===== src/rtl/core/sbft_pkg.sv =====
// ----------------------------------------------------------------------------
// sbft_pkg: shared types and constants of the sorted byte frequency table
// Holds the list size, the count width, the item types and the command and
// status records that pass between the top level and the cells.
// ----------------------------------------------------------------------------
package sbft_pkg;

  localparam int NUM_SYMBOLS = 256;
  localparam int COUNT_WIDTH = 24;
  localparam int IDX_W = (NUM_SYMBOLS > 1) ? $clog2(NUM_SYMBOLS) : 1;
  localparam int N_W = $clog2(NUM_SYMBOLS + 1);

  localparam logic [COUNT_WIDTH-1:0] COUNT_MAX = '1;
  localparam logic [COUNT_WIDTH-1:0] COUNT_ONE = COUNT_WIDTH'(1);

  localparam logic REQ_COUNT = 1'b0;
  localparam logic REQ_READ = 1'b1;

  typedef logic [7:0] sym_t;
  typedef logic [COUNT_WIDTH-1:0] count_t;
  typedef logic [IDX_W-1:0] idx_t;
  typedef logic [N_W-1:0] fill_t;

  typedef enum logic [1:0] {
    OP_NONE,
    OP_BUMP,
    OP_INSERT
  } op_t;

  typedef struct packed {
    logic       req_type;
    logic [7:0] symbol_in;
    logic [7:0] read_index;
  } item_t;

  typedef struct packed {
    logic [7:0]  symbol_out;
    logic [23:0] count_out;
    logic [7:0]  rank_out;
    logic [8:0]  distinct_out;
    logic        entry_valid;
  } result_t;

  // Broadcast from the top level to every cell.
  typedef struct packed {
    op_t    op;
    sym_t   sym;
    count_t c;
    count_t cnew;
  } cell_cmd_t;

  // Flags that a cell reports about itself.
  typedef struct packed {
    logic match;
    logic run_end;
    logic ins_here;
  } cell_stat_t;

  function automatic logic [23:0] to_count_out(input count_t x);
    logic [31:0] t;
    t = 32'(x);
    return t[23:0];
  endfunction

endpackage


===== src/rtl/core/sbft_cell.sv =====
// ----------------------------------------------------------------------------
// sbft_cell: one entry of the sorted list
// Holds a symbol and its count, compares them against the broadcast command
// and takes its new contents from itself, a neighbor or the command.
// ----------------------------------------------------------------------------
module sbft_cell (
  input  logic               clk,
  input  sbft_pkg::cell_cmd_t cmd,
  input  logic               occ,
  input  logic               slot,
  input  logic               at_or_past,
  input  logic               left_occ,
  input  sbft_pkg::sym_t     left_sym,
  input  sbft_pkg::count_t   left_cnt,
  input  logic               right_occ,
  input  sbft_pkg::sym_t     right_sym,
  input  sbft_pkg::count_t   right_cnt,
  output sbft_pkg::sym_t     sym,
  output sbft_pkg::count_t   cnt,
  output sbft_pkg::cell_stat_t stat
);
  import sbft_pkg::*;

  logic in_run;
  logic left_gt1;
  logic shift_right;

  always_comb begin
    in_run = occ && (cnt == cmd.c);
    left_gt1 = left_occ && (left_cnt > COUNT_ONE);
    shift_right = slot && left_gt1;
    stat.match = occ && (sym == cmd.sym);
    // The last entry of the run that shares the bumped count receives it.
    stat.run_end = in_run && !(right_occ && (right_cnt == cmd.c));
    // A new symbol goes before the first count above one, or at the end.
    stat.ins_here = slot && (!occ || (cnt > COUNT_ONE)) && !left_gt1;
  end

  always_ff @(posedge clk) begin
    case (cmd.op)
      OP_BUMP: begin
        if (stat.run_end) begin
          sym <= cmd.sym;
          cnt <= cmd.cnew;
        end else if (in_run && at_or_past) begin
          sym <= right_sym;
          cnt <= right_cnt;
        end
      end
      OP_INSERT: begin
        if (stat.ins_here) begin
          sym <= cmd.sym;
          cnt <= COUNT_ONE;
        end else if (shift_right) begin
          sym <= left_sym;
          cnt <= left_cnt;
        end
      end
      default: begin
      end
    endcase
  end

endmodule


===== config.mk =====
export PLATFORM = sky130hd
export DESIGN_NAME = sbft_cell
export DESIGN_NICKNAME = d
export VERILOG_FILES = /design/src/rtl/core/sbft_pkg.sv /design/src/rtl/core/sbft_cell.sv
export SDC_FILE = /design/constraint.sdc
export NUM_CORES = 1
export LEC_CHECK = 0
export BUFFER_PORTS_ARGS = -buffer_cell sky130_fd_sc_hd__buf_2
export CORE_ASPECT_RATIO = 0.9
export CORE_MARGIN = 2
export CORE_UTILIZATION = 46
export DETAILED_ROUTE_END_ITERATION = 12
export PLACE_DENSITY = 0.86
export RECOVER_POWER = 100
export SYNTH_ARGS = -nofsm -noshare
export SYNTH_HDL_FRONTEND = slang
export SYNTH_SLANG_ARGS = --single-unit

===== constraint.sdc =====
create_clock -name clk -period 19.5 [get_ports clk]
set_input_delay 3.9 -clock clk [delete_from_list [all_inputs] [get_ports clk]]
set_output_delay 3.9 -clock clk [all_outputs]
set_load 0.01 [all_outputs]

==> metrics.csv, run 1 <==
metric,value,unit
status,"finished, final reports clean",
Avg WL per Cell,17.9,um
worst hold stages,6,
Core Box Area,0.00529,sq mm
Layout Skew,0.00636,ns
Hold Crit Class,flip-flop to flip-flop,
Relative slew margins,13.5,%
Worst EP required,15.60,ns
I/O pin cnt,163,
RSZ-0062 raised after global routing,false,
Final WS setup,9.41,ns
mapped cell area,0.00254,sq mm
VDD IR max,0.0289,mV
Critical Path Max Stage Delay,0.78,ns
cell mode on critical path,clkbuf_1,
number of post-CTS setup repair buffers,0,
initial antenna violation count,0,
CTS sink count,32,
Post-synth EDFFs,32,
CTS max path bufs,2,
routed via count,2679,
Final Critical Period,10.09,ns
total power,0.000177,W
Diodes inserted,0,
Synth top area share,37.9,%
Max Freq,99.1,MHz
crit share post-route,51.7,%
total of fill cells in the finished design,481,
CP Cell Sequence,clkbuf_1 -> nor4_1 -> nand4_1 -> o21ai_0 -> nand3b_1 -> inv_1 -> clkbuf_1,
Post-Route WL,8.65,mm
ys flop type,edfxtp_1,
Post-CTS Resized,0,
# nets final,546,
CTS tree,built,
"FF+latch count, synth",32,
first-pass GRT wire length,13.0,mm
worst-path fanout max,25,
Reg area,961,sq um
"Clk Latency, worst-skew pair",0.28,ns
Die W,82.3,um
Max Cap Viol,0,
Mapped Cells,256,
Critical Path End Type,primary output,
die span in y,74.4,um
Detail Placement HPWL,6.93,mm
multi-input logic area,0.00140,sq mm
layout cells sized above 1,32.5,%
P_leak,1.32,nW
pin count of the biggest net entering global routing,49,
Power Density,52.6,mW/mm^2
"Slew Viols, Final",0,
Slew @ Worst Pin,1.30,ns
Remaining DRCs,0,
starting density of the core,48.0,%
port bufs,162,
Die ar.,0.00612,sq mm
Vias per Instance,5.55,
GPL Wtd Cong,0.893,
clock slew at reported path FFs,0.06,ns
FP Rows,25,
Async SR Flop Fraction,0,%
path depth of the worst reg2reg path,6,
syn_nets,384,
top-count cell post-synth,a21oi_1,
final setup vio count,0,
Area contributors post-synth,"edfxtp_1 38%, xnor2_1 15%, mux2i_1 9.5%",
setup TNS,0,ns
Area Growth Syn to Fin,32.8,%
syn_area_per_cell,9.91,sq um
worst hold slack,1.44,ns
initial drt markers,170,
path type of the worst setup path,input port to primary output,
Fin. Hold Viols,0,
"area leader, netlist",edfxtp_1,
sequential-to-total area share from yosys stat,37.9,%
Post-Place Worst Slack,9.42,ns
Synth Warn #,0,
H-tree Lvls,2,
synth cell count leaders,"46 x a21oi_1, 42 x xnor2_1, 32 x edfxtp_1",
post-route ant nets,0,
crit path DAT,6.19,ns
vias in the first global route,2673,
Synth cell types,29,
Overflow after GRT,0,
Critical-path top delay cell,nand3b_1,
First-pass DRT Iterations,4,
critical path startpoint category,input port,
hold_buf cts,0,
CTS root buffer,clkbuf_8,
Total Routing Usage GR,28.5,%
total CTS buffers,5,
==> power breakdown <==
part	internal (W)	total (W)	switching (W)	leakage, nW
sequential	0.0000807	0.0000841	0.00000342	0.298
combinational	0.0000225	0.0000472	0.0000247	0.989
clock	0.0000230	0.0000457	0.0000227	0.0359
total	0.000126	0.000177	0.0000508	1.32
==> worst paths after layout <==
path                           from                end  slack [ns]
hold / removal     cnt[9]$_DFFE_PP_   sym[4]$_DFFE_PP_        1.44
setup / recovery       left_cnt[23]            stat[0]        9.41
setup reg to reg  cnt[14]$_DFFE_PP_  cnt[12]$_DFFE_PP_       16.01
hold reg to reg    cnt[9]$_DFFE_PP_   sym[4]$_DFFE_PP_        1.44
==> layout make-up <==
cell class                      count  area share (%)
Tap cell                           67            2.49
Clock buffer                        5            2.04
Multi-Input combinational cell    195            41.6
Timing Repair Buffer              166            23.4
Inverter                           18            2.01
Sequential cell                    32            28.5
==> metrics by stage <==
| step | utilization, % | instance area (sq um) | instances |
|---|---|---|---|
| finish | 63.7 | 3370 | 483 |
| global route | 63.7 | 3370 | 483 |
| CTS | 65.5 | 3460 | 483 |
| detailed placement | 64.2 | 3400 | 478 |
| global placement | 64.2 | 3400 | 478 |
| floorplan | - | 2540 | 256 |
==> layout by cell type, fill, tap and decap left out <==
master    instances
nor2b_1           1
nand3b_1          1
o21ai_0           1
clkbuf_8          5
a221oi_1          7
mux2i_1          24
or2_2             1
a21oi_1          46
nor4_1           14
inv_1            18
buf_4             2
clkbuf_1         39
o41ai_1           1
edfxtp_1         32
nand2_1           7
mux2_1            1
nand4_1          11
nor4b_1           1
nor2_1            4
or4_1             1
a22oi_1           1
buf_2           125
nand3_1           3
xor2_1           14
nor3_1           11
and3_1            1
a211oi_4          1
a221oi_2          1
xnor2_1          42
==> routing by layer <==
metal / wire length (um) / track usage (%) / vias up
li1: - / - / 1270
met1: 3480 / 35.9 / 1237
met2: 4210 / 48.7 / 154
met3: 772 / 5.58 / 18
met4: 190 / 10.6 / 0
met5: 0 / 0 / -
==> state kept, by name, summed over array words and instances, names as in the netlist <==
name and flops:
sym 8, cnt 24
==> kinds of logic after synthesis <==
family                 share of synthesized area, %
AND/OR/NAND/NOR                                12.4
multiplexers                                   9.92
XOR/XNOR                                       19.3
AO/OA/AOI/OAI                                  14.9
buffers and inverters                          5.53
flip-flops                                     37.9
==> worst max-delay path, delay by kind of cell <==
| kind | cells | cell delay [ns] |
|---|---|---|
| buf+inv | 3 | 0.66 |
| compound gates | 1 | 0.25 |
| simple gates | 3 | 1.37 |
Power figures use the tool's default switching activity.
==> inputs of run 2 (changes only) <==
--- a/config.mk
+++ b/config.mk
@@ -5,12 +5,13 @@
 export SDC_FILE = /design/constraint.sdc
 export NUM_CORES = 1
 export LEC_CHECK = 0
+export ABC_AREA = 1
 export BUFFER_PORTS_ARGS = -buffer_cell sky130_fd_sc_hd__buf_2
 export CORE_ASPECT_RATIO = 0.9
 export CORE_MARGIN = 2
-export CORE_UTILIZATION = 46
+export CORE_UTILIZATION = 44
 export DETAILED_ROUTE_END_ITERATION = 12
-export PLACE_DENSITY = 0.86
+export PLACE_DENSITY = 0.78
 export RECOVER_POWER = 100
 export SYNTH_ARGS = -nofsm -noshare
 export SYNTH_HDL_FRONTEND = slang
==> constraint.sdc (replaced) <==
create_clock -name clk -period 8.51 [get_ports clk]
set_input_delay 1.702 -clock clk [delete_from_list [all_inputs] [get_ports clk]]
set_output_delay 1.702 -clock clk [all_outputs]
set_load 0.01 [all_outputs]
==> run 2 against run 1 <==
Net effect: the flow now finishes with violations (max-capacitance violations, max-slew violations); global-route usage up 0.24 points; largest cell class unchanged; sequential share of layout area down 7.5 points; sequential cell count unchanged; largest power group unchanged; critical endpoint unchanged; via count up 75%.
==> metrics.csv, run 2 <==
metric,value,unit,change
worst-path fanout max,32,,+28%
syn_area_per_cell,5.51,sq um,-44%
first-pass GRT wire length,20.7,mm,+59%
Reg area,961,sq um,unchanged
Final WS setup,2.99,ns,-6.43 ns
H-tree Lvls,2,,unchanged
FP Rows,31,,+24%
hold_buf cts,0,,unchanged
Critical Path Max Stage Delay,0.70,ns,-0.08 ns
syn_nets,793,,+110%
worst hold slack,0.994,ns,-0.445 ns
setup TNS,0,ns,unchanged
Slew @ Worst Pin,1.93,ns,+0.632 ns
initial drt markers,410,,+140%
Async SR Flop Fraction,0,%,unchanged
Diodes inserted,0,,unchanged
Overflow after GRT,0,,unchanged
Die ar.,0.00908,sq mm,+48%
Avg WL per Cell,14.7,um,-18%
Max Cap Viol,1,,+1
Die W,100,um,+22%
Hold Crit Class,flip-flop to flip-flop,,
multi-input logic area,0.00206,sq mm,+47%
Core Box Area,0.00807,sq mm,+53%
Critical Path End Type,primary output,,
Final Critical Period,5.52,ns,
layout cells sized above 1,17.5,%,-15 points
Max Freq,181,MHz,
critical path startpoint category,input port,,
total CTS buffers,5,,unchanged
most frequent cells in the layout,"251 x nand2_1, 134 x inv_1, 127 x buf_2, 118 x nand3_1, 61 x nor2_1",,
total of fill cells in the finished design,843,,+75%
top-count cell post-synth,nand2_1,,
port bufs,162,,unchanged
Detail Placement HPWL,10.7,mm,+55%
# nets final,946,,+73%
Power Density,108,mW/mm^2,+110%
RSZ-0062 raised after global routing,false,,
clock slew at reported path FFs,0.07,ns,about the same
Post-Place Worst Slack,3.10,ns,-6.32 ns
Remaining DRCs,0,,unchanged
Post-CTS Resized,0,,unchanged
P_leak,2.75,nW,+110%
Synth Warn #,0,,unchanged
final setup vio count,0,,unchanged
number of post-CTS setup repair buffers,0,,unchanged
VDD IR max,0.0502,mV,+74%
initial antenna violation count,0,,unchanged
post-route ant nets,0,,unchanged
Post-Route WL,13.5,mm,+56%
"FF+latch count, synth",32,,unchanged
"area leader, netlist",edfxtp_1,,
Mapped Cells,665,,+160%
die span in y,90.6,um,+22%
Area Growth Syn to Fin,24.4,%,
Synth top area share,26.2,%,-12 points
synth cell count leaders,"249 x nand2_1, 134 x inv_1, 117 x nand3_1",,
Fin. Hold Viols,0,,unchanged
"Most flops, register",cnt,,
"Slew Viols, Final",33,,+33
GPL Wtd Cong,1.00,,+12%
Total Routing Usage GR,28.8,%,+0.24 points
CTS tree,built,,
starting density of the core,45.5,%,-2.5 points
I/O pin cnt,163,,unchanged
Vias per Instance,5.09,,-8.1%
crit share post-route,64.9,%,
path type of the worst setup path,input port to primary output,,
ys flop type,edfxtp_1,,
failing checks,"max-capacitance violations, max-slew violations",,
number of flip-flops in the largest register,24,,unchanged
"most common cell after layout, fill and taps aside",nand2_1,,
CTS sink count,32,,unchanged
CTS root buffer,clkbuf_8,,
status,finished with violations,,
routed via count,4677,,+75%
mapped cell area,0.00367,sq mm,+45%
Worst EP required,6.81,ns,-8.79 ns
Synth cell types,30,,+3.4%
biggest regs,"cnt: 24 flops, sym: 8 flops",,
vias in the first global route,4219,,+58%
Area contributors post-synth,"edfxtp_1 26%, nand2_1 25%, nand3_1 16%",,
First-pass DRT Iterations,5,,+1
Critical-path top delay cell,nand2_1,,
Layout Skew,0.0158,ns,+0.00941 ns
sequential-to-total area share from yosys stat,26.2,%,-12 points
CP Cell Sequence,buf_2 -> or2_0 -> nor3_1 -> nand3b_1 -> nand2_1 -> nand2_1 -> inv_1 -> buf_2,,
crit path DAT,3.82,ns,-2.37 ns
CTS max path bufs,2,,unchanged
pin count of the biggest net entering global routing,35,,-29%
"Clk Latency, worst-skew pair",0.30,ns,+0.02 ns
Relative slew margins,-28.6,%,-42 points
Post-synth EDFFs,32,,unchanged
## run 2: where the power goes
group          switching (W)  total, W  internal (W)
combinational      0.0000941  0.000152     0.0000577
clock              0.0000630  0.000150     0.0000870
sequential        0.00000727  0.000192      0.000185
## run 2: stage by stage
stage / power [W] / util (%) / area (sq um) / cells
after global routing: 0.000521 / 56.6 / 4560 / 918
final: 0.000494 / 56.6 / 4560 / 918
after detailed placement: 0.000345 / 56.0 / 4520 / 910
after CTS: 0.000496 / 57.3 / 4630 / 918
after global placement: 0.000344 / 56.0 / 4520 / 910
after floorplan: 0.000277 / - / 3670 / 665
## run 2: layout make-up
cell class	count	share of cell area (%)
clock buffer	6	1.59
clock inverter	2	0.768
inverter	141	11.6
multi-input combinational	474	45.2
sequential	32	21.1
tap	99	2.71
timing repair buffer	164	17.1
## run 2: logic make-up (layout without fill, tap and decap cells)
logic type             Yosys count  count (layout)  share of synthesized area [%]
buffers and inverters          159             313                           17.4
AND/OR/NAND/NOR                446             446                           51.2
flip-flops                      32              32                           26.2
XOR/XNOR                        10              10                           2.39
AO/OA/AOI/OAI                   18              18                           2.80
## run 2: metal layers
metal	share of wire, %	vias to the layer above	global-route usage, %
li1	-	2345	-
met5	0	-	0
met1	45	2080	40.6
met4	1.5	0	5.48
met2	45	232	46.0
met3	8.4	20	5.50
## run 2: final timing paths
check                        start                to  slack (ns)  cells past startpoint
setup / recovery       left_cnt[3]           stat[0]        2.99                      8
hold / removal    cnt[6]$_DFFE_PP_  cnt[0]$_DFFE_PP_        0.99                      8
setup reg to reg  cnt[1]$_DFFE_PP_  cnt[4]$_DFFE_PP_        4.54                     10
hold reg to reg   cnt[6]$_DFFE_PP_  cnt[0]$_DFFE_PP_        0.99                      8
## run 2: critical path: cells and delay by family
kind	cells	cell delay (ns)
AND/OR/NAND/NOR	5	1.61
buffers and inverters	3	0.49
==> inputs of run 3 (changes only) <==
==> constraint.sdc (replaced) <==
create_clock -name clk -period 4.6 [get_ports clk]
set_input_delay 0.92 -clock clk [delete_from_list [all_inputs] [get_ports clk]]
set_output_delay 0.92 -clock clk [all_outputs]
set_load 0.01 [all_outputs]
==> run 3 against run 2 <==
Net effect: the run now ends clean; via count up 1.3%; first-iteration DRC count is 27% higher; count of clock-buffer cells in the layout rose by 1; highest routed layer unchanged.
==> metrics.csv, run 3 (synthesis results as in run 2) <==
metric,value,unit,change
status,"finished, final reports clean",,
I/O pin cnt,163,,unchanged
biggest regs,"cnt: 24 flops, sym: 8 flops",,
Overflow after GRT,0,,unchanged
Slew @ Worst Pin,1.42,ns,-0.510 ns
number of post-CTS setup repair buffers,0,,unchanged
initial antenna violation count,0,,unchanged
post-route ant nets,0,,unchanged
Max Freq,277,MHz,
Core Box Area,0.00807,sq mm,unchanged
Worst EP required,4.54,ns,-2.27 ns
Power Internal,0.000554,W,+68%
number of flip-flops in the largest register,24,,unchanged
routed via count,4736,,+1.3%
VDD IR max,0.0896,mV,+79%
H-tree Lvls,2,,unchanged
Hold Crit Class,input port to flip-flop,,
"Slew Viols, Final",0,,-100%
Fin. Hold Viols,0,,unchanged
vias in the first global route,4330,,+2.6%
layout cells sized above 1,18.1,%,+0.67 points
die span in y,90.6,um,unchanged
clock slew at reported path FFs,0.07,ns,about the same
worst-path fanout max,32,,unchanged
Die ar.,0.00908,sq mm,unchanged
Post-Route WL,14.1,mm,+4.9%
"Clk Latency, worst-skew pair",0.29,ns,about the same
"Most flops, register",cnt,,
Switching Power,0.000308,W,+87%
first-pass GRT wire length,22.1,mm,+6.8%
# nets final,949,,+0.32%
Logic pwr share,33.0,%,+2.3 points
P_leak,2.76,nW,+0.45%
final setup vio count,0,,unchanged
Area Growth Syn to Fin,24.6,%,
worst hold slack,0.937,ns,-0.0571 ns
CTS max path bufs,2,,unchanged
First-pass DRT Iterations,5,,unchanged
Vias per Instance,5.14,,+0.93%
Post-CTS Resized,0,,unchanged
FP Rows,31,,unchanged
RSZ-0062 raised after global routing,false,,
GPL Wtd Cong,1.00,,-0.20%
clock share of power,25.8,%,-4.6 points
starting density of the core,45.5,%,unchanged
Diodes inserted,0,,unchanged
crit share post-route,78.3,%,
CTS sink count,32,,unchanged
total power,0.000862,W,+75%
"most common cell after layout, fill and taps aside",nand2_1,,
Layout Skew,0.00674,ns,-0.00902 ns
Power Density,189,mW/mm^2,+74%
Avg WL per Cell,15.4,um,+4.6%
Switching Fraction,35.7,%,+2.4 points
Sequential Power Share,41.2,%,+2.3 points
port bufs,162,,unchanged
setup TNS,0,ns,unchanged
hold_buf cts,0,,unchanged
Final Critical Period,3.60,ns,
Remaining DRCs,0,,unchanged
Critical Path End Type,flip-flop,,
total of fill cells in the finished design,861,,+2.1%
Die W,100,um,unchanged
initial drt markers,519,,+27%
path type of the worst setup path,input port to flip-flop,,
Total Routing Usage GR,31.3,%,+2.5 points
crit path DAT,3.54,ns,-0.28 ns
pin count of the biggest net entering global routing,33,,-5.7%
critical path startpoint category,input port,,
CTS root buffer,clkbuf_8,,
most frequent cells in the layout,"250 x nand2_1, 134 x inv_1, 129 x buf_2, 117 x nand3_1, 62 x nor2_1",,
Util after Layout,56.6,%,+0.077 points
CTS tree,built,,
total CTS buffers,5,,unchanged
Detail Placement HPWL,11.5,mm,+7.5%
Max Cap Viol,0,,-1
Relative slew margins,5.04,%,+34 points
run 3: final timing paths:
path,startpoint,cells past startpoint,slack (ns),end
worst min-delay path,left_cnt[23],3,0.94,cnt[23]$_DFFE_PP_
worst max-delay path,cmd[39],12,1.0,cnt[19]$_DFFE_PP_
worst min register to register,cnt[15]$_DFFE_PP_,8,1.11,cnt[0]$_DFFE_PP_
worst max register to register,cnt[15]$_DFFE_PP_,11,1.25,cnt[19]$_DFFE_PP_
run 3: critical path, cell delays in order:
cell     delay (ns)
buf_2          0.10
inv_1          0.05
nand2_1        0.07
nand2_1        0.05
nor2_1         0.18
nand2_1        0.07
nor2_1         0.15
nand2_1        0.07
nor2_1         1.05
nand3_1        0.21
o22ai_2        0.16
buf_4          0.43
run 3: layout make-up:
| cell class | count | area [sq um] | share of cell area [%] |
|---|---|---|---|
| multi-input cells | 474 | 2070 | 45.3 |
| well taps | 99 | 124 | 2.71 |
| inverters | 141 | 529 | 11.6 |
| repair buffers | 167 | 807 | 17.7 |
| clock buffers | 7 | 76.3 | 1.67 |
| clock inverters | 1 | 3.75 | 0.0821 |
| flip-flops and latches | 32 | 961 | 21.0 |
run 3: power groups by stage:
| stage | registers (W) | clock network, W | logic, W |
|---|---|---|---|
| CTS | 0.000354 | 0.000223 | 0.000285 |
| global route | 0.000357 | 0.000234 | 0.000320 |
| finish | 0.000355 | 0.000223 | 0.000284 |
| floorplan | 0.000364 | 0 | 0.000147 |
| global placement | 0.000360 | 0 | 0.000282 |
| detailed placement | 0.000360 | 0 | 0.000284 |
run 3: layer usage:
layer	vias up	GRT usage, %	share of wire [%]
li1	2350	-	-
met1	2089	45.1	44
met2	273	49.9	45
met3	24	4.49	9.4
met4	0	6.28	1.6
met5	-	0	0
run 3: stage by stage:
step | std cells | setup slack (ns) | area [sq um]
2_1_floorplan | 665 | 0.794 | 3670
3_3_place_gp | 913 | 1.37 | 4540
3_5_place_dp | 913 | 1.34 | 4540
4_1_cts | 921 | 1.34 | 4620
5_1_grt | 921 | 0.693 | 4570
6_report | 921 | 0.996 | 4570
